<file path="config.mk">
export PLATFORM = sky130hd
export DESIGN_NAME = bml_agen
export DESIGN_NICKNAME = d
export VERILOG_FILES = /design/src/rtl/bml_pkg.sv /design/src/rtl/bml_agen.sv
export SDC_FILE = /design/constraint.sdc
export NUM_CORES = 1
export LEC_CHECK = 0
export ABC_AREA = 1
export BUFFER_PORTS_ARGS = -buffer_cell sky130_fd_sc_hd__buf_4
export CAP_MARGIN = 0
export CORE_MARGIN = 1
export CORE_UTILIZATION = 55
export DETAILED_ROUTE_END_ITERATION = 8
export PLACE_DENSITY = 0.95
export SYNTH_ARGS = -nofsm -noshare
export SYNTH_HDL_FRONTEND = slang
export SYNTH_SLANG_ARGS = --single-unit
</file>
<file path="constraint.sdc">
create_clock -name vclk -period 5.9
set_input_delay 0 -clock vclk [all_inputs]
set_output_delay 0 -clock vclk [all_outputs]
set_load 0.02 [all_outputs]
</file>
<file path="src/rtl/bml_pkg.sv">
`timescale 1ns / 1ps

package bml_pkg;

	localparam int          LANES       = 4;
	localparam logic [7:0]  FILL_BYTE   = 8'ha5;
	localparam logic        OP_READ     = 1'b0;
	localparam logic        OP_WRITE    = 1'b1;
	localparam logic [1:0]  SZ_BYTE     = 2'd0;
	localparam logic [1:0]  SZ_HALF     = 2'd1;
	localparam logic [1:0]  SZ_WORD     = 2'd2;
	localparam logic [1:0]  SZ_ALT_WORD = 2'd3;  // decodes as a word
	localparam logic [31:0] SIZE_MASK   = 32'hfffffff0;

	typedef logic [LANES-1:0][7:0] lane_bytes_t;

	typedef struct packed {
		logic [LANES-1:0] lane_we;  // per lane
		logic [LANES-1:0] byte_ok;  // per access byte: used and in range
		logic             bad;
	} agen_t;

endpackage

</file>
<file path="src/rtl/bml_agen.sv">
`timescale 1ns / 1ps

module bml_agen #(
	parameter int          ROW_W    = 14,
	parameter logic [32:0] MEM_SIZE = 33'd65536
) (
	input  logic                                   op,
	input  logic [1:0]                             access_size,
	input  logic [31:0]                            byte_address,
	input  logic [31:0]                            write_value,
	output logic [bml_pkg::LANES-1:0][ROW_W-1:0]  rows,
	output bml_pkg::lane_bytes_t                  wbytes,
	output bml_pkg::agen_t                        ctl
);

	always_comb begin
		logic [1:0]  k;
		logic [31:0] a;
		logic        used;
		logic        inr;
		ctl  = '0;
		rows = '0;
		wbytes = '0;
		for (int j = 0; j < bml_pkg::LANES; j++) begin
			k    = 2'(j) - byte_address[1:0];
			a    = byte_address + {30'd0, k};
			used = (k == 2'd0) || (k == 2'd1 && access_size != bml_pkg::SZ_BYTE)
				|| access_size[1];
			inr  = {1'b0, a} < MEM_SIZE;
			rows[j]        = a[ROW_W+1:2];
			wbytes[j]      = write_value[8*k +: 8];
			ctl.lane_we[j] = (op == bml_pkg::OP_WRITE) && used && inr;
			ctl.byte_ok[k] = used && inr;
			if (used && !inr) begin
				ctl.bad = 1'b1;
			end
		end
	end

endmodule

</file>
== Word-level counts from Yosys, hierarchy flattened ==
Index checks and enable logic that the tools add are counted.

* Flip-flop bits (word level): 0
* Bits of input ports: 67
* Output and inout bits: 97
* Logic and storage cells: 85

* Add/subtract/negate cells: 8
* $lt $le $gt $ge: 12
* Eq/ne operators: 4
* Shifts and indexed selects: 4
* Muxes and demuxes: 15
* Bitwise operators: 1
* Reductions and logical operators: 41

{| class="wikitable"
|+ Operators by type and width
! operator !! number
|-
| $add 32x2->32 || 4
|-
| $lt 32x17->1 const B || 4
|-
| $shiftx 32x6->8 || 4
|-
| $logic_and 1x1->1 || 24
|-
| $bwmux 4 || 3
|-
| $lt 2x3->1 const B || 4
|-
| $demux 1 s2 || 4
|-
| $eq 2x1->1 const B || 4
|-
| $ge 2x1->1 const B || 4
|-
| $logic_not 2->1 || 4
|-
| $logic_or 1x1->1 || 8
|-
| $mux 1 || 8
|-
| $and 4x4->4 || 1
|-
| $logic_not 1->1 || 4
|-
| $sub 1x2->2 const A || 2
|-
| $sub 2x2->2 const A || 2
|-
| $reduce_bool 2->1 || 1
|}

== Longest topological paths before layout ==
* Word-level depth: 10
* Mapped depth: 21
* Mapped depth without buffers: 18

== Worst setup path after synthesis ==
Ideal clock, no wire load.

* Path kind: input -> output
* Start point: in byte_address[0]
* End point: out ctl[5] (netlist bit)
* Arrival time: 2.708 ns
* Data required time: 5.900 ns
* Setup slack: 3.192 ns
* Stages on the path: 18
* Path buffers: 3
* Cells stage by stage: buf_2 > buf_1 > inv_1 > ha_1 > buf_2 > inv_2 > nand2_1 > nand2_1 > nand2_1 > nand2_2 > nand2_1 > nor2_2 > nand3_1 > nand2_1 > nand3_1 > nor2_2 > nand2_1 > nor3b_2

{| class="wikitable"
|+ RTL lines
! item !! RTL line !! source
|-
| start, declared || bml_agen.sv:9 || <nowiki>input logic [31:0] byte_address,</nowiki>
|-
| end, declared || bml_agen.sv:13 || <nowiki>output bml_pkg::agen_t ctl</nowiki>
|}

==> results.md <==
- Post-synth top area share: 0.1989
- Cells after synthesis: 653
- Pleak: 2.612 nW
- Die Span X: 84.01 um
- Final worst-path setup slack: 2.587 ns
- Power consumption: 0.3801 mW
- Least-Margin Pin Slew: 0.6528 ns
- Initial DRT Pass Iterations: 7
- Num sequential: 0
- Hold Crit Depth: 2
- Setup_tns: 0 ns
- Post-Place Setup Slack: 2.674 ns
- Synthesis warning total: 0
- Crit path capture type: output pin
- Busiest grt layer: met2
- DP Wirelength: 12160 um
- Routed vias/inst: 5.721
- Commonest non-fill, non-tap cell in the layout: nand2_1
- Worst min path class: in -> out
- Largest net degree at the start of global routing: 39
- Worst EP arrival: 3.31 ns
- Hold-fix buffers, CTS: 0
- Hold Fails Final Rpt: 0
- Fin crit share: 0.5615
- Nets: 861
- Final wirelength: 14340 um
- Max-cap violations: 0
- First-pass GRT wire length: 22020 um
- Final worst path period need: 3.313 ns
- Grt met2 use: 0.7265
- Peak VDD IR: 0.00008060 V
- Share of cells above drive strength 1: 0.3171
- CTS resizes: 0
- Headroom to the max-slew limit: 0.5602
- Worst EP required: 5.90 ns
- Crit path kind: in -> out
- Worst Min Path Start: byte_address[9]
- Leading post-synthesis cells by cell area: nand2_1 (20%), xor2_1 (11%), mux2i_1 (8.7%)
- Synth-to-Final Area Change: 29.97%
- Number of cell rows: 29
- CORE AREA: 6422 um2
- Worst setup SP type: primary input
- Max Freq: 301.9 MHz
- Post-synth cell types: 34
- Initial antenna violation count: 0
- CP Max Fanout: 38
- Max-slew violation count: 0
- DRT iter0 DRCs: 376
- Die area: 7057 um2
- Final setup vio count: 0
- GRT met1 Usage: 0.4368
- GRT Total Usage: 0.3853
- Leading area contributor after synthesis: nand2_1
- Initial core utilization: 0.5759
- Syn avg cell area: 5.664 um2
- Switching power: 0.2353 mW
- Seq/Total Area, Yosys: 0
- Post-CTS Setup Bufs: 0
- Area of the multi-input gates: 3178 um2
- Worst Hold Path EP: rows[49]
- Die height: 84.01 um
- Failing checks: DRC
- Num ports: 164
- Switching Fraction: 0.6190
- # clk buffers: 0
- ANT cells: 0
- Power density cells: 79.07 nW/um2
- Hold_ws: 0.2379 ns
- Most frequent cells in the layout: nand2_1 (196), buf_4 (164), inv_1 (74)
- Antenna-violating nets left: 0
- Outcome: finished with violations
- GPL Wtd Cong: 0.9831
- Fillers: 529
- Grt ovf: 0
- Vias in the first global route: 4624
- Syn_nets: 730
- Seq pwr share: 0
- Clock power share: 0
- Proportion of power drawn by combinational gates: 1.000
- Routed vias: 4914
- # DRC: 12
- Power Internal: 0.1448 mW
- M3 GR Usage: 0.03660
- IO Port Bufs: 164
- RSZ-0062 raised after global routing: false
- Sequential cell area: 0 um2
- Syn Std Cell Area: 3699 um2
- Routed len/inst: 16.69 um
[per-stage QoR]
step | std cells | utilization | instance area [um2]
finish | 859 | 0.7485 | 4807
global route | 859 | 0.7485 | 4807
CTS | 859 | 0.7485 | 4807
detailed placement | 859 | 0.7485 | 4807
global placement | 859 | 0.7485 | 4807
floorplan | 653 | - | 3699
[kinds of logic (layout without fill, tap and decap cells)]
family | count (synthesis) | count (layout) | share of synthesized area
AO/OA/AOI/OAI | 53 | 53 | 0.07679
buffers and inverters | 115 | 244 | 0.1407
XOR/XNOR | 52 | 52 | 0.1231
adder cells (fa/ha/maj) | 10 | 10 | 0.03383
multiplexers | 32 | 32 | 0.08660
AND/OR/NAND/NOR | 391 | 391 | 0.5389
[layout make-up]
| cell class | count | area share |
|---|---|---|
| multi-input combinational | 538 | 0.6611 |
| timing repair buffer | 164 | 0.2561 |
| tap | 77 | 0.02004 |
| inverter | 80 | 0.06273 |
[per-layer routing]
metal  vias up  share of wire  wire, um
met5         -              0         0
met4         0          0.047       680
met3        58          0.078      1113
met2       323           0.50      7139
met1      2230           0.38      5402
li1       2303              -         -
[power by group through the flow]
stage	sequential [mW]	combinational (mW)	clock [mW]
floorplan	0	0.219	0
global placement	0	0.365	0
detailed placement	0	0.373	0
CTS	0	0.375	0
global route	0	0.401	0
finish	0	0.380	0
[worst max-delay path, cell delays in order]
cell and delay (ns):
buf_4 0.45, inv_1 0.19, ha_1 0.54, inv_2 0.30, nand2_1 0.13, nand2_1 0.08
nand2_1 0.08, nand2_2 0.19, nand2_1 0.14, nor2_2 0.17, nand3_1 0.09, nand2_1 0.08
nand3_1 0.10, nor2_2 0.23, nand4_1 0.15, nand3_1 0.12, nand2_1 0.06, nand2_1 0.07
buf_4 0.14
[synthesized netlist by cell type]
cell type / instances
a211oi_1: 2
a21boi_2: 1
a21oi_1: 6
a21oi_2: 1
buf_1: 6
buf_2: 4
buf_4: 22
clkbuf_1: 3
clkinv_1: 1
clkinv_2: 1
ha_1: 10
inv_1: 74
inv_2: 4
mux2i_1: 32
nand2_1: 196
nand2_2: 12
nand2_4: 12
nand3_1: 40
nand3_2: 4
nand3b_1: 2
nand3b_4: 1
nand4_1: 17
nor2_1: 55
nor2_2: 29
nor2_4: 12
nor2_8: 5
nor3_1: 4
nor3_2: 1
nor3b_2: 1
o2111ai_1: 1
o21ai_0: 38
o21ai_1: 4
xnor2_1: 4
xor2_1: 48
[worst max path at each step]
stage | end | slack [ns] | from | cells after the start
3_3_place_gp | ctl[0] | 2.88 | byte_address[0] | 18
3_5_place_dp | ctl[1] | 2.67 | byte_address[0] | 19
6_report | ctl[1] | 2.59 | byte_address[0] | 19
2_1_floorplan | ctl[5] | 3.19 | byte_address[0] | 18
4_1_cts | ctl[1] | 2.67 | byte_address[0] | 19
5_1_grt | ctl[1] | 2.31 | byte_address[0] | 19
No activity file was read; power rests on OpenSTA's default activity.
