===== src/rtl/bml_sweep.sv =====
`timescale 1ns / 1ps

module bml_sweep #(
	parameter int DEPTH = 16384
) (
	input  logic                     clk,
	input  logic                     arst_n,
	output logic                     busy,
	output logic [$clog2(DEPTH)-1:0] row
);

	localparam int RW = $clog2(DEPTH);

	logic [RW-1:0] cnt_q;
	logic          busy_q;

	always_ff @(posedge clk or negedge arst_n) begin
		if (!arst_n) begin
			cnt_q  <= '0;
			busy_q <= 1'b1;
		end else if (busy_q) begin
			if (cnt_q == RW'(DEPTH - 1)) begin
				busy_q <= 1'b0;
			end
			cnt_q <= cnt_q + 1'b1;
		end
	end

	assign busy = busy_q;
	assign row  = cnt_q;

endmodule


===== config.mk =====
export PLATFORM = sky130hd
export DESIGN_NAME = bml_sweep
export DESIGN_NICKNAME = d
export VERILOG_FILES = /design/src/rtl/bml_sweep.sv
export SDC_FILE = /design/constraint.sdc
export NUM_CORES = 1
export LEC_CHECK = 0
export BUFFER_PORTS_ARGS = -buffer_cell sky130_fd_sc_hd__buf_2
export CORE_UTILIZATION = 45
export DETAILED_ROUTE_END_ITERATION = 12
export MAX_ROUTING_LAYER = met4
export PLACE_DENSITY_LB_ADDON = 0.25
export SYNTH_ARGS = -nofsm -noshare
export SYNTH_HDL_FRONTEND = slang
export SYNTH_SLANG_ARGS = --single-unit

===== constraint.sdc =====
create_clock -name clk -period 1.24 [get_ports clk]
set_input_delay 0.248 -clock clk [delete_from_list [all_inputs] [get_ports clk]]
set_output_delay 0.248 -clock clk [all_outputs]
set_load 0.02 [all_outputs]

# Yosys cells after proc, flatten, opt, wreduce, memory -nomap -nowiden
# Cells that the tools add are included.
# classes
addsub	1
eq_ne	1
muxes	2
# ops
op	n
14-bit by 1-bit adder with 14-bit output, second input constant	1
14-bit equality test, second input constant	1
1-bit two-way mux	2
# word_totals
reg_bits	15
inputBits	2
output_inout_bits	15
word_cells	6

# Longest topological paths before layout
# Gate-level depths: netlist of the first run.
# logic_depth
depth_word	3
ltp_mapped	4
depth_no_buf	4

# Worst setup path before layout of the first run
# Ideal clock, no wire load.
# synth_path
path_type	reg-to-reg
from	register cnt_q[0], in the netlist row[0]
to	register cnt_q[12], in the netlist row[12]
setup_time_ps	80
t_arrival_ps	1303
required_ps	1160
setup_slack_ps	-142
path_stages_with_launch	5
n_path_buf	0
synth_period_minus_slack_ps	1382
cell_sequence	dfrtp_1 -> ha_1 -> and3_4 -> nor4b_2 -> xor2_1
# synth_between
elab_chain_len	1
# synth_rtl
element	line	text
start, declared	14	logic [RW-1:0] cnt_q;
start signal, assigned	25	cnt_q <= cnt_q + 1'b1;
14-bit by 1-bit adder with 14-bit output	25	
# Every way passes these cells.
# A chain may end at the register's enable or synchronous reset.

==> load_flow_metrics.sql, run 1 <==
INSERT INTO impl_metrics (metric_group, metric, value, unit) VALUES
('status', 'status', 'complete, but fails checks', ''),
('status', 'violations', 'setup timing', ''),
('layout', 'finalInstanceArea', '1110', 'um^2'),
('synthesis', 'synth_largest_type_area_fraction', '49.6', '%'),
('cts', 'numCtsBuffers', '3', ''),
('critical_path', 'reg2reg_to', 'row[12]$_DFFE_PN0P_', ''),
('floorplan', 'floorplan.die_area', '1730', 'um^2'),
('routing', 'drt_first_pass_iters', '2', ''),
('layout', 'final_core_util', '80.4', '%'),
('sta', 'timing.fmax', '0.759', 'GHz'),
('synthesis', 'yosys-top-cells-area', 'sky130_fd_sc_hd__dfrtp_1, sky130_fd_sc_hd__nand4_4, sky130_fd_sc_hd__xnor2_1, sky130_fd_sc_hd__xor2_1, sky130_fd_sc_hd__dfstp_2', ''),
('critical_path', 'r2r_start', 'busy$_DFF_PN1_', ''),
('sta', 'tightestPinTransition', '0.339', 'ns'),
('synthesis', 'cell_area_after_synthesis', '707', 'um^2'),
('job', 'max_cap_viol_count', '0', ''),
('cts', 'clk_pin_slew', '0.09', 'ns'),
('place', 'port_buffers', '16', ''),
('cts', 'clock_latency', '0.28', 'ns'),
('sta', 'period_share', '106', '%'),
('sta', 'post_layout_worst_setup_margin', '-0.0773', 'ns'),
('sta', 'report.final.hold_viol_count', '0', ''),
('routing', 'ant_nets', '0', ''),
('floorplan', 'ioPinCount', '17', ''),
('sta', 'max_transition_margin', '77.4', '%'),
('cts', 'h-tree-depth', '1', ''),
('sta', 'grt_setup_unrepaired', 'yes', ''),
('synthesis', 'ys_types', '19', ''),
('synthesis', 'gate_count_after_technology_mapping', '53', ''),
('power_and_ir_drop', 'power_per_unit_of_standard_cell_area', '705', 'nW/um^2'),
('critical_path', 'crit_path_start', 'busy$_DFF_PN1_', ''),
('grt', 'antenna_found_initial', '0', ''),
('critical_path', 'worst-endpoint-arrival', '1.53', 'ns'),
('place', 'detailedPlacementHpwl', '1010', 'um'),
('synthesis', 'sequential_to_total_area_share_from_yosys_stat', '53.3', '%'),
('critical_path', 'critPathRequiredTime', '1.45', 'ns'),
('grt', 'grt_max_degree', '16', ''),
('routing', 'dr.first_iter.drc_count', '2', ''),
('cts', 'tritoncts', 'built', ''),
('floorplan', 'die_x', '41.6', 'um'),
('synthesis', 'synth_area_leader_cell', 'sky130_fd_sc_hd__dfrtp_1', ''),
('sta', 'final.hold.worst_slack', '0.390', 'ns'),
('synthesis', 'ys.warnings.count', '0', ''),
('cts', 'clock-sinks', '15', ''),
('routing', 'routed_via_density', '4.97', ''),
('layout', 'final_cells', '109', ''),
('sta', 'fin_crit', '1.32', 'ns'),
('place', 'gp_routability_congestion', '0.683', ''),
('layout', 'multi_input_area', '352', 'um^2'),
('critical_path', 'ff2ff_setup_slack', '-0.08', 'ns'),
('synthesis', 'postSynthAreaPerCell', '13.3', 'um^2'),
('place', 'placed_cells', '94', ''),
('layout', 'fillerInstances', '82', ''),
('hold_path', 'holdCritPathClass', 'in2async', ''),
('layout', 'final_stage_net_count', '98', ''),
('critical_path', 'timing.critical_path.from_type', 'flop', ''),
('layout', 'final-seq-area', '384', 'um^2'),
('sta', 'finalSetupViolations', '5', ''),
('floorplan', 'die_height', '41.6', 'um'),
('synthesis', 'syn_nets', '56', ''),
('floorplan', 'placeableCoreArea', '1380', 'um^2'),
('critical_path', 'critical_path_endpoint_category', 'flop', ''),
('critical_path', 'crit_fanout', '5', ''),
('routing', 'wl_per_cell', '14.0', 'um'),
('place', 'dpl-instance-area', '896', 'um^2'),
('routing', 'totalWireLength', '1530', 'um'),
('cts', 'ctsRootBufferMaster', 'sky130_fd_sc_hd__clkbuf_4', ''),
('power_and_ir_drop', 'worst_ir_drop_vdd', '0.471', 'mV'),
('layout', 'num_antenna_cells', '0', ''),
('power_and_ir_drop', 'cellLeakagePower', '0.617', 'nW'),
('floorplan', 'rows', '13', ''),
('sta', 'final.setup.tns', '-0.195', 'ns');
stage by stage:
step	setup slack [ns]	total power, mW
detailed placement	0.0137	0.509
finish	-0.0773	0.783
floorplan	-0.0526	0.498
global route	-0.101	0.822
global placement	0.0628	0.509
CTS	-0.0776	0.788
worst min path at each step:
stage / from / to / slack, ns / depth (start not counted)
after global routing: arst_n / row[5]$_DFFE_PN0P_ / 0.43 / 2
after CTS: arst_n / row[6]$_DFFE_PN0P_ / 0.40 / 2
final: arst_n / row[12]$_DFFE_PN0P_ / 0.39 / 2
after floorplan: arst_n / row[0]$_DFFE_PN0P_ / -0.05 / 0
after detailed placement: arst_n / row[6]$_DFFE_PN0P_ / 0.17 / 1
after global placement: arst_n / row[6]$_DFFE_PN0P_ / 0.17 / 1
registers in the layout, summed over array words and instances, names as in the netlist:
| signal | flops |
|---|---|
| busy | 1 |
| row | 14 |
logic make-up after synthesis:
logic type	share of synthesized area, %
compound gates	1.59
xor+xnor	16.1
fa+ha+maj	1.77
buf+inv	0.530
flops	53.3
mux	1.59
simple gates	25.1
metal layers:
layer | share of wire, % | routed length, um | up-vias | global-route usage, %
met5 | 0 | 0 | - | -
met4 | 0 | 0 | 0 | 1.94
met2 | 50 | 760 | 10 | 30.9
li1 | - | - | 268 | -
met1 | 47 | 717 | 264 | 24.5
met3 | 3.1 | 47 | 0 | 3.91
worst max-delay path, cell delays in order (launching register included):
cell                      delay, ns
sky130_fd_sc_hd__dfstp_2       0.56
sky130_fd_sc_hd__buf_6         0.11
sky130_fd_sc_hd__and3_4        0.21
sky130_fd_sc_hd__nor4b_4       0.21
sky130_fd_sc_hd__xor2_1        0.17
cell usage after synthesis, drive strengths merged:
cell type	n
nand2	5
dfrtp	14
nor4	1
inv	1
nand3	2
nor3	2
nor4b	1
dfstp	1
and4	1
and3	2
ha	1
mux2	1
xor2	6
nand4	5
o41a	1
nor2	2
xnor2	7
cell usage in the layout, fill, tap and decap left out, drive strengths merged:
cell type,Yosys,final
and3,2,2
and4,1,1
buf,0,36
clkbuf,0,4
dfrtp,14,14
dfstp,1,1
dlygate4sd3,0,1
ha,1,1
inv,1,1
mux2,1,1
nand2,5,5
nand3,2,2
nand4,5,5
nor2,2,2
nor3,2,2
nor4,1,1
nor4b,1,1
o41a,1,1
xnor2,7,7
xor2,6,6
power by group:
group / internal, mW / switching [mW] / total, mW
clock: 0.125 / 0.157 / 0.281
combinational: 0.00319 / 0.00945 / 0.0126
sequential: 0.489 / 0 / 0.489
area by class of cell:
type                       count  area share (%)
timing repair buffer          37            29.4
tap                           15            1.69
multi-input combinational     37            31.6
inverter                       1           0.338
clock buffer                   4            2.36
sequential                    15            34.6
repair_timing:
action,in CTS,in global routing
buffers inserted,7,3
endpoints found under the hold margin,14,0
pin swaps,1,2
hold buffers,1,0
resized for setup,14,16
endpoints found under the setup margin,9,17
(Power assumes the default switching activity.)
==> run 2: changes to the inputs <==
--- a/config.mk
+++ b/config.mk
@@ -6,7 +6,9 @@
 export NUM_CORES = 1
 export LEC_CHECK = 0
 export BUFFER_PORTS_ARGS = -buffer_cell sky130_fd_sc_hd__buf_2
-export CORE_UTILIZATION = 45
+export CELL_PAD_IN_SITES_DETAIL_PLACEMENT = 1
+export CELL_PAD_IN_SITES_GLOBAL_PLACEMENT = 1
+export CORE_UTILIZATION = 36
 export DETAILED_ROUTE_END_ITERATION = 12
 export MAX_ROUTING_LAYER = met4
 export PLACE_DENSITY_LB_ADDON = 0.25
==> run 2 against run 1 <==
The run still ends with setup timing left. Cell count grew 19%. Power increased by 3.4%. Clock skew grew 0.024 ns. Die area up 24%. Sequential power hardly changed. Critical path depth did not move. Combinational power is essentially flat. Final area rose by 15%. Routed wire length up 87%. Worst hold slack worse by 0.048 ns. Flip-flop and latch count unchanged. Fmax fell by 10%. Critical endpoint unchanged. Largest cell class is now non-clock buffers. Highest routed layer is now met4.
==> load_flow_metrics.sql, run 2 (synthesis results as in run 1) <==
INSERT INTO impl_metrics (metric_group, metric, value, unit) VALUES
('place', 'placed_cells', '105', ''),
('power_and_ir_drop', 'p_sw', '0.196', 'mW'),
('sta', 'maxSlewViolCount', '0', ''),
('sta', 'report.final.hold_viol_count', '0', ''),
('power_and_ir_drop', 'cellInternalPower', '0.613', 'mW'),
('cts', 'clk_pin_slew', '0.11', 'ns'),
('power_and_ir_drop', 'pwr-share-comb', '1.6', '%'),
('status', 'status', 'complete, but fails checks', ''),
('power_and_ir_drop', 'worst_ir_drop_vdd', '0.674', 'mV'),
('cts', 'cts.path.max_buffers', '2', ''),
('sta', 'finalSetupViolations', '16', ''),
('floorplan', 'die_x', '46.3', 'um'),
('sta', 'max_transition_margin', '77.7', '%'),
('grt', 'groute.layer.met3.usage', '7.45', '%'),
('layout', 'final_cells', '130', ''),
('cts', 'tritoncts', 'built', ''),
('power_and_ir_drop', 'totalPowerFinal', '0.809', 'mW'),
('power_and_ir_drop', 'power_per_unit_of_standard_cell_area', '631', 'nW/um^2'),
('sta', 'worst_clock_skew', '0.0277', 'ns'),
('layout', 'num_antenna_cells', '0', ''),
('sta', 'timing.fmax', '0.681', 'GHz'),
('floorplan', 'start_util', '39.6', '%'),
('floorplan', 'rows', '15', ''),
('power_and_ir_drop', 'pwr-share-seq', '60.4', '%'),
('floorplan', 'placeableCoreArea', '1780', 'um^2'),
('power_and_ir_drop', 'clock_power_share', '38.0', '%'),
('layout', 'post_route_cells_drive_above_1_share', '68.6', '%'),
('sta', 'fin_crit', '1.47', 'ns'),
('sta', 'period_share', '118', '%'),
('place', 'detailedPlacementHpwl', '1150', 'um'),
('critical_path', 'critPathRequiredTime', '1.47', 'ns'),
('routing', 'routed_via_density', '5.18', ''),
('routing', 'wl_per_cell', '21.9', 'um'),
('sta', 'tightestPinTransition', '0.335', 'ns'),
('cts', 'clock_latency', '0.32', 'ns'),
('floorplan', 'die_height', '46.3', 'um'),
('place', 'post-place-ws', '0.0222', 'ns'),
('power_and_ir_drop', 'cellLeakagePower', '0.694', 'nW'),
('cts', 'clock-sinks', '15', ''),
('job', 'max_cap_viol_count', '0', ''),
('grt', 'globalRoute.totalOverflow', '0', ''),
('cts', 'numCtsBuffers', '3', ''),
('sta', 'post_layout_worst_setup_margin', '-0.228', 'ns'),
('critical_path', 'critical_path_endpoint_category', 'flop', ''),
('layout', 'number_of_flip_flops_in_the_largest_register', '14', ''),
('sta', 'grt_setup_unrepaired', 'yes', ''),
('status', 'violations', 'setup timing', ''),
('place', 'port_buffers', '16', ''),
('floorplan', 'floorplan.die_area', '2150', 'um^2'),
('floorplan', 'ioPinCount', '17', ''),
('layout', 'layout.cells.most_common_list', 'sky130_fd_sc_hd__buf_6, sky130_fd_sc_hd__buf_4, sky130_fd_sc_hd__dfrtp_1', ''),
('routing', 'ant_nets', '0', ''),
('layout', 'final_stage_net_count', '109', ''),
('grt', 'global_route_wire_length_before_repair', '3120', 'um'),
('cts', 'h-tree-depth', '1', ''),
('layout', 'synthToLayoutAreaGrowth', '81.4', '%'),
('grt', 'globalRoute.busiestLayer', 'met2', ''),
('hold_path', 'holdCritPathClass', 'in2async', ''),
('grt', 'grt_max_degree', '16', ''),
('layout', 'final_common_cell', 'sky130_fd_sc_hd__buf_6', ''),
('routing', 'totalWireLength', '2850', 'um'),
('grt', 'antenna_found_initial', '0', ''),
('grt', 'grt_pass1_vias', '616', ''),
('critical_path', 'worst-endpoint-arrival', '1.70', 'ns'),
('power_and_ir_drop', 'netSwitchingFraction', '24.2', '%'),
('critical_path', 'crit_fanout', '5', ''),
('routing', 'detailroute.via_count', '673', ''),
('critical_path', 'timing.critical_path.from_type', 'flop', ''),
('grt', 'track_usage', '22.5', '%'),
('routing', 'dr.first_iter.drc_count', '16', ''),
('critical_path', 'worstSetupPathType', 'reg2reg', ''),
('routing', 'drc', '0', ''),
('cts', 'ctsRootBufferMaster', 'sky130_fd_sc_hd__clkbuf_4', ''),
('grt', 'use_met2', '38.3', '%'),
('place', 'gp_routability_congestion', '0.735', ''),
('routing', 'drt_first_pass_iters', '4', ''),
('grt', 'global_route.usage.met1', '23.9', '%');
[run 2: worst paths after layout]
kind / slack [ns] / start / to / cells past startpoint
max in group asynchronous: 0.57 / arst_n / busy$_DFF_PN1_ / 2
min: 0.34 / arst_n / row[4]$_DFFE_PN0P_ / 2
min reg2reg: 0.53 / row[13]$_DFFE_PN0P_ / row[13]$_DFFE_PN0P_ / 1
max: -0.23 / busy$_DFF_PN1_ / row[12]$_DFFE_PN0P_ / 4
max reg2reg: -0.23 / busy$_DFF_PN1_ / row[12]$_DFFE_PN0P_ / 4
min in group clk: 0.53 / row[13]$_DFFE_PN0P_ / row[13]$_DFFE_PN0P_ / 1
[run 2: what timing repair did]
item / CTS / global route
gates resized for setup: 20 / 24
hold buffers: 1 / 0
pin swaps: 1 / 7
cloned: 0 / 0
hold endpoints to repair: 14 / 0
buffers inserted: 13 / 7
endpoints found under the setup margin: 10 / 20
[run 2: area by class of cell]
cell class	count	area, um^2
clock buffer	3	22.5
clock inverter	1	5.00
fill	163	500
inverter	1	3.75
multi-input combinational	37	393
sequential	15	384
tap	25	31.3
timing repair buffer	48	443
[run 2: worst max-delay path, stage by stage (launching register included)]
cell and delay, ns:
sky130_fd_sc_hd__dfstp_2 0.56, sky130_fd_sc_hd__buf_6 0.11, sky130_fd_sc_hd__and3_4 0.23, sky130_fd_sc_hd__nor4b_4 0.27, sky130_fd_sc_hd__xor2_1 0.24
[run 2: per-layer routing]
| metal | vias to the layer above | routed length [um] | part of all wire [%] |
|---|---|---|---|
| met3 | 10 | 153 | 5.4 |
| li1 | 292 | - | - |
| met2 | 31 | 1450 | 51 |
| met4 | 0 | 107 | 3.8 |
| met5 | - | 0 | 0 |
| met1 | 340 | 1140 | 40 |
[run 2: power groups by stage]
| stage | clock network (mW) | registers [mW] | logic [mW] |
|---|---|---|---|
| 4_1_cts | 0.284 | 0.489 | 0.0136 |
| 3_5_place_dp | 0 | 0.498 | 0.0113 |
| 6_report | 0.308 | 0.489 | 0.0126 |
| 3_3_place_gp | 0 | 0.498 | 0.0112 |
| 5_1_grt | 0.322 | 0.489 | 0.0151 |
| 2_1_floorplan | 0 | 0.498 | 0.000000178 |
[run 2: stage by stage]
stage          cell area (um^2)  util (%)  hold WS, ns  setup TNS, ns
3_5_place_dp                916      51.4        0.173              0
6_report                   1280      71.9        0.342         -0.698
5_1_grt                    1280      71.9        0.388          -1.44
3_3_place_gp                916      51.4        0.172              0
4_1_cts                    1130      63.5        0.395         -0.157
2_1_floorplan               722         -      -0.0476        -0.0632
==> run 3: changes to the inputs <==
==> constraint.sdc (replaced) <==
create_clock -name clk -period 1.3 [get_ports clk]
set_input_delay 0.26 -clock clk [delete_from_list [all_inputs] [get_ports clk]]
set_output_delay 0.26 -clock clk [all_outputs]
set_load 0.02 [all_outputs]
==> run 3 against run 2 <==
The run still ends with setup timing left. Setup slack improved by 0.22 ns. Routed wire length decreased by 47%. Sequential share of layout area up 9.7 points. Die area unchanged. Final area down 25%. Combinational power about the same. Cell count decreased by 18%. Utilization down 18 points. Largest power group unchanged.
==> load_flow_metrics.sql, run 3 (synthesis results as in run 1) <==
INSERT INTO impl_metrics (metric_group, metric, value, unit) VALUES
('sta', 'finalSetupViolations', '1', ''),
('status', 'violations', 'setup timing', ''),
('layout', 'num_antenna_cells', '0', ''),
('routing', 'drt_first_pass_iters', '4', ''),
('floorplan', 'die_height', '46.3', 'um'),
('floorplan', 'start_util', '39.6', '%'),
('sta', 'worst_clock_skew', '0.00451', 'ns'),
('grt', 'globalRoute.totalOverflow', '0', ''),
('critical_path', 'ff2ff_setup_slack', '0.01', 'ns'),
('cts', 'numCtsBuffers', '3', ''),
('sta', 'period_share', '101', '%'),
('sta', 'grt_setup_unrepaired', 'yes', ''),
('floorplan', 'ioPinCount', '17', ''),
('cts', 'tritoncts', 'built', ''),
('cts', 'clk_pin_slew', '0.09', 'ns'),
('routing', 'dr.first_iter.drc_count', '1', ''),
('place', 'detailedPlacementHpwl', '1110', 'um'),
('sta', 'final.setup.tns', '-0.0108', 'ns'),
('cts', 'clock_latency', '0.28', 'ns'),
('place', 'placed_cells', '99', ''),
('layout', 'final_cells', '107', ''),
('job', 'max_cap_viol_count', '0', ''),
('place', 'gp_routability_congestion', '0.787', ''),
('layout', 'number_of_flip_flops_in_the_largest_register', '14', ''),
('layout', 'final_common_cell', 'sky130_fd_sc_hd__buf_2', ''),
('routing', 'wl_per_cell', '14.1', 'um'),
('grt', 'grt_pass1_vias', '517', ''),
('critical_path', 'critical_path_endpoint_category', 'output pin', ''),
('sta', 'post_layout_worst_setup_margin', '-0.0108', 'ns'),
('grt', 'antenna_found_initial', '0', ''),
('sta', 'tightestPinTransition', '0.344', 'ns'),
('routing', 'totalWireLength', '1510', 'um'),
('critical_path', 'timing.critical_path.from_type', 'flop', ''),
('layout', 'layout.cells.most_common_list', 'sky130_fd_sc_hd__buf_2, sky130_fd_sc_hd__dfrtp_1, sky130_fd_sc_hd__xnor2_1, sky130_fd_sc_hd__buf_4, sky130_fd_sc_hd__xor2_1', ''),
('layout', 'synthToLayoutAreaGrowth', '36.1', '%'),
('floorplan', 'rows', '15', ''),
('layout', 'final_stage_net_count', '86', ''),
('floorplan', 'die_x', '46.3', 'um'),
('hold_path', 'holdCritPathClass', 'in2async', ''),
('place', 'port_buffers', '16', ''),
('sta', 'report.final.hold_viol_count', '0', ''),
('routing', 'routed_via_density', '4.93', ''),
('grt', 'grt_max_degree', '16', ''),
('critical_path', 'worst_path_largest_cell_delay', '0.56', 'ns'),
('cts', 'clock-sinks', '15', ''),
('cts', 'cts.path.max_buffers', '2', ''),
('critical_path', 'cp_slowest_cell', 'sky130_fd_sc_hd__dfstp_2', ''),
('sta', 'max_transition_margin', '77.0', '%'),
('status', 'status', 'complete, but fails checks', ''),
('grt', 'global_route_wire_length_before_repair', '2440', 'um'),
('critical_path', 'critPathRequiredTime', '1.04', 'ns'),
('sta', 'timing.fmax', '0.763', 'GHz'),
('power_and_ir_drop', 'worst_ir_drop_vdd', '0.466', 'mV'),
('routing', 'drc', '0', ''),
('grt', 'track_usage', '16.9', '%'),
('floorplan', 'floorplan.die_area', '2150', 'um^2'),
('layout', 'post_route_cells_drive_above_1_share', '52.4', '%'),
('critical_path', 'worstSetupPathType', 'reg2out', ''),
('power_and_ir_drop', 'power_per_unit_of_standard_cell_area', '773', 'nW/um^2'),
('critical_path', 'crit_fanout', '3', ''),
('critical_path', 'worst-endpoint-arrival', '1.05', 'ns'),
('sta', 'fin_crit', '1.31', 'ns'),
('floorplan', 'placeableCoreArea', '1780', 'um^2'),
('critical_path', 'cells_along_the_critical_path', 'buf_6 > buf_6', ''),
('power_and_ir_drop', 'cellLeakagePower', '0.550', 'nW'),
('cts', 'ctsRootBufferMaster', 'sky130_fd_sc_hd__clkbuf_4', ''),
('routing', 'ant_nets', '0', ''),
('sta', 'maxSlewViolCount', '0', ''),
('place', 'post-place-ws', '0.0625', 'ns'),
('routing', 'detailroute.via_count', '527', ''),
('cts', 'h-tree-depth', '1', ''),
('critical_path', 'worst_path_most_repeated_cell', 'sky130_fd_sc_hd__buf_6', '');
## run 3: layout make-up
type / count / area, um^2
fillers: 180 / 821
flip-flops and latches: 15 / 382
multi-input cells: 37 / 352
repair buffers: 25 / 166
well taps: 25 / 31.3
clock buffers: 3 / 22.5
clock inverters: 1 / 5.00
inverters: 1 / 3.75
## run 3: timing repair
action                     4_1_cts  5_1_grt
resized for setup                4        6
cloned                           0        0
buffers inserted                 2        1
setup endpoints to repair        2       10
hold endpoints to repair        14        0
hold buffers                     1        0
pin swaps                        2        2
## run 3: per-stage QoR
| stage | utilization (%) | hold slack, ns | total power [mW] | area, um^2 |
|---|---|---|---|---|
| 6_report | 54.0 | 0.409 | 0.744 | 962 |
| 5_1_grt | 54.0 | 0.423 | 0.783 | 962 |
| 4_1_cts | 52.6 | 0.411 | 0.762 | 938 |
| 3_5_place_dp | 48.6 | 0.187 | 0.486 | 867 |
| 3_3_place_gp | 48.6 | 0.185 | 0.486 | 867 |
| 2_1_floorplan | - | -0.0356 | 0.476 | 718 |
## run 3: metal layers
layer / part of all wire (%) / wire length (um) / global-route usage, %
met5: 0 / 0 / -
met4: 0.40 / 6 / 5.29
met3: 3.8 / 58 / 3.53
met2: 49 / 739 / 26.1
met1: 47 / 704 / 21.9
## run 3: worst paths after layout
| check | startpoint | endpoint | depth (start not counted) |
|---|---|---|---|
| max | busy$_DFF_PN1_ | busy | 2 |
| min | arst_n | row[10]$_DFFE_PN0P_ | 2 |
| max reg2reg | busy$_DFF_PN1_ | row[12]$_DFFE_PN0P_ | 4 |
| min reg2reg | row[13]$_DFFE_PN0P_ | row[13]$_DFFE_PN0P_ | 1 |
| max in group asynchronous | arst_n | busy$_DFF_PN1_ | 2 |
| min in group clk | row[13]$_DFFE_PN0P_ | row[13]$_DFFE_PN0P_ | 1 |
## run 3: critical path: cells and delay by family (launching register included)
| kind | cells | cell delay (ns) |
|---|---|---|
| DFF | 1 | 0.56 |
| buffers and inverters | 2 | 0.21 |
## run 3: where the power goes
part / internal [mW] / leakage (nW) / switching, mW
registers: 0.466 / 0.199 / 0
logic: 0.00305 / 0.333 / 0.00923
clock network: 0.114 / 0.0177 / 0.151
total: 0.583 / 0.550 / 0.161
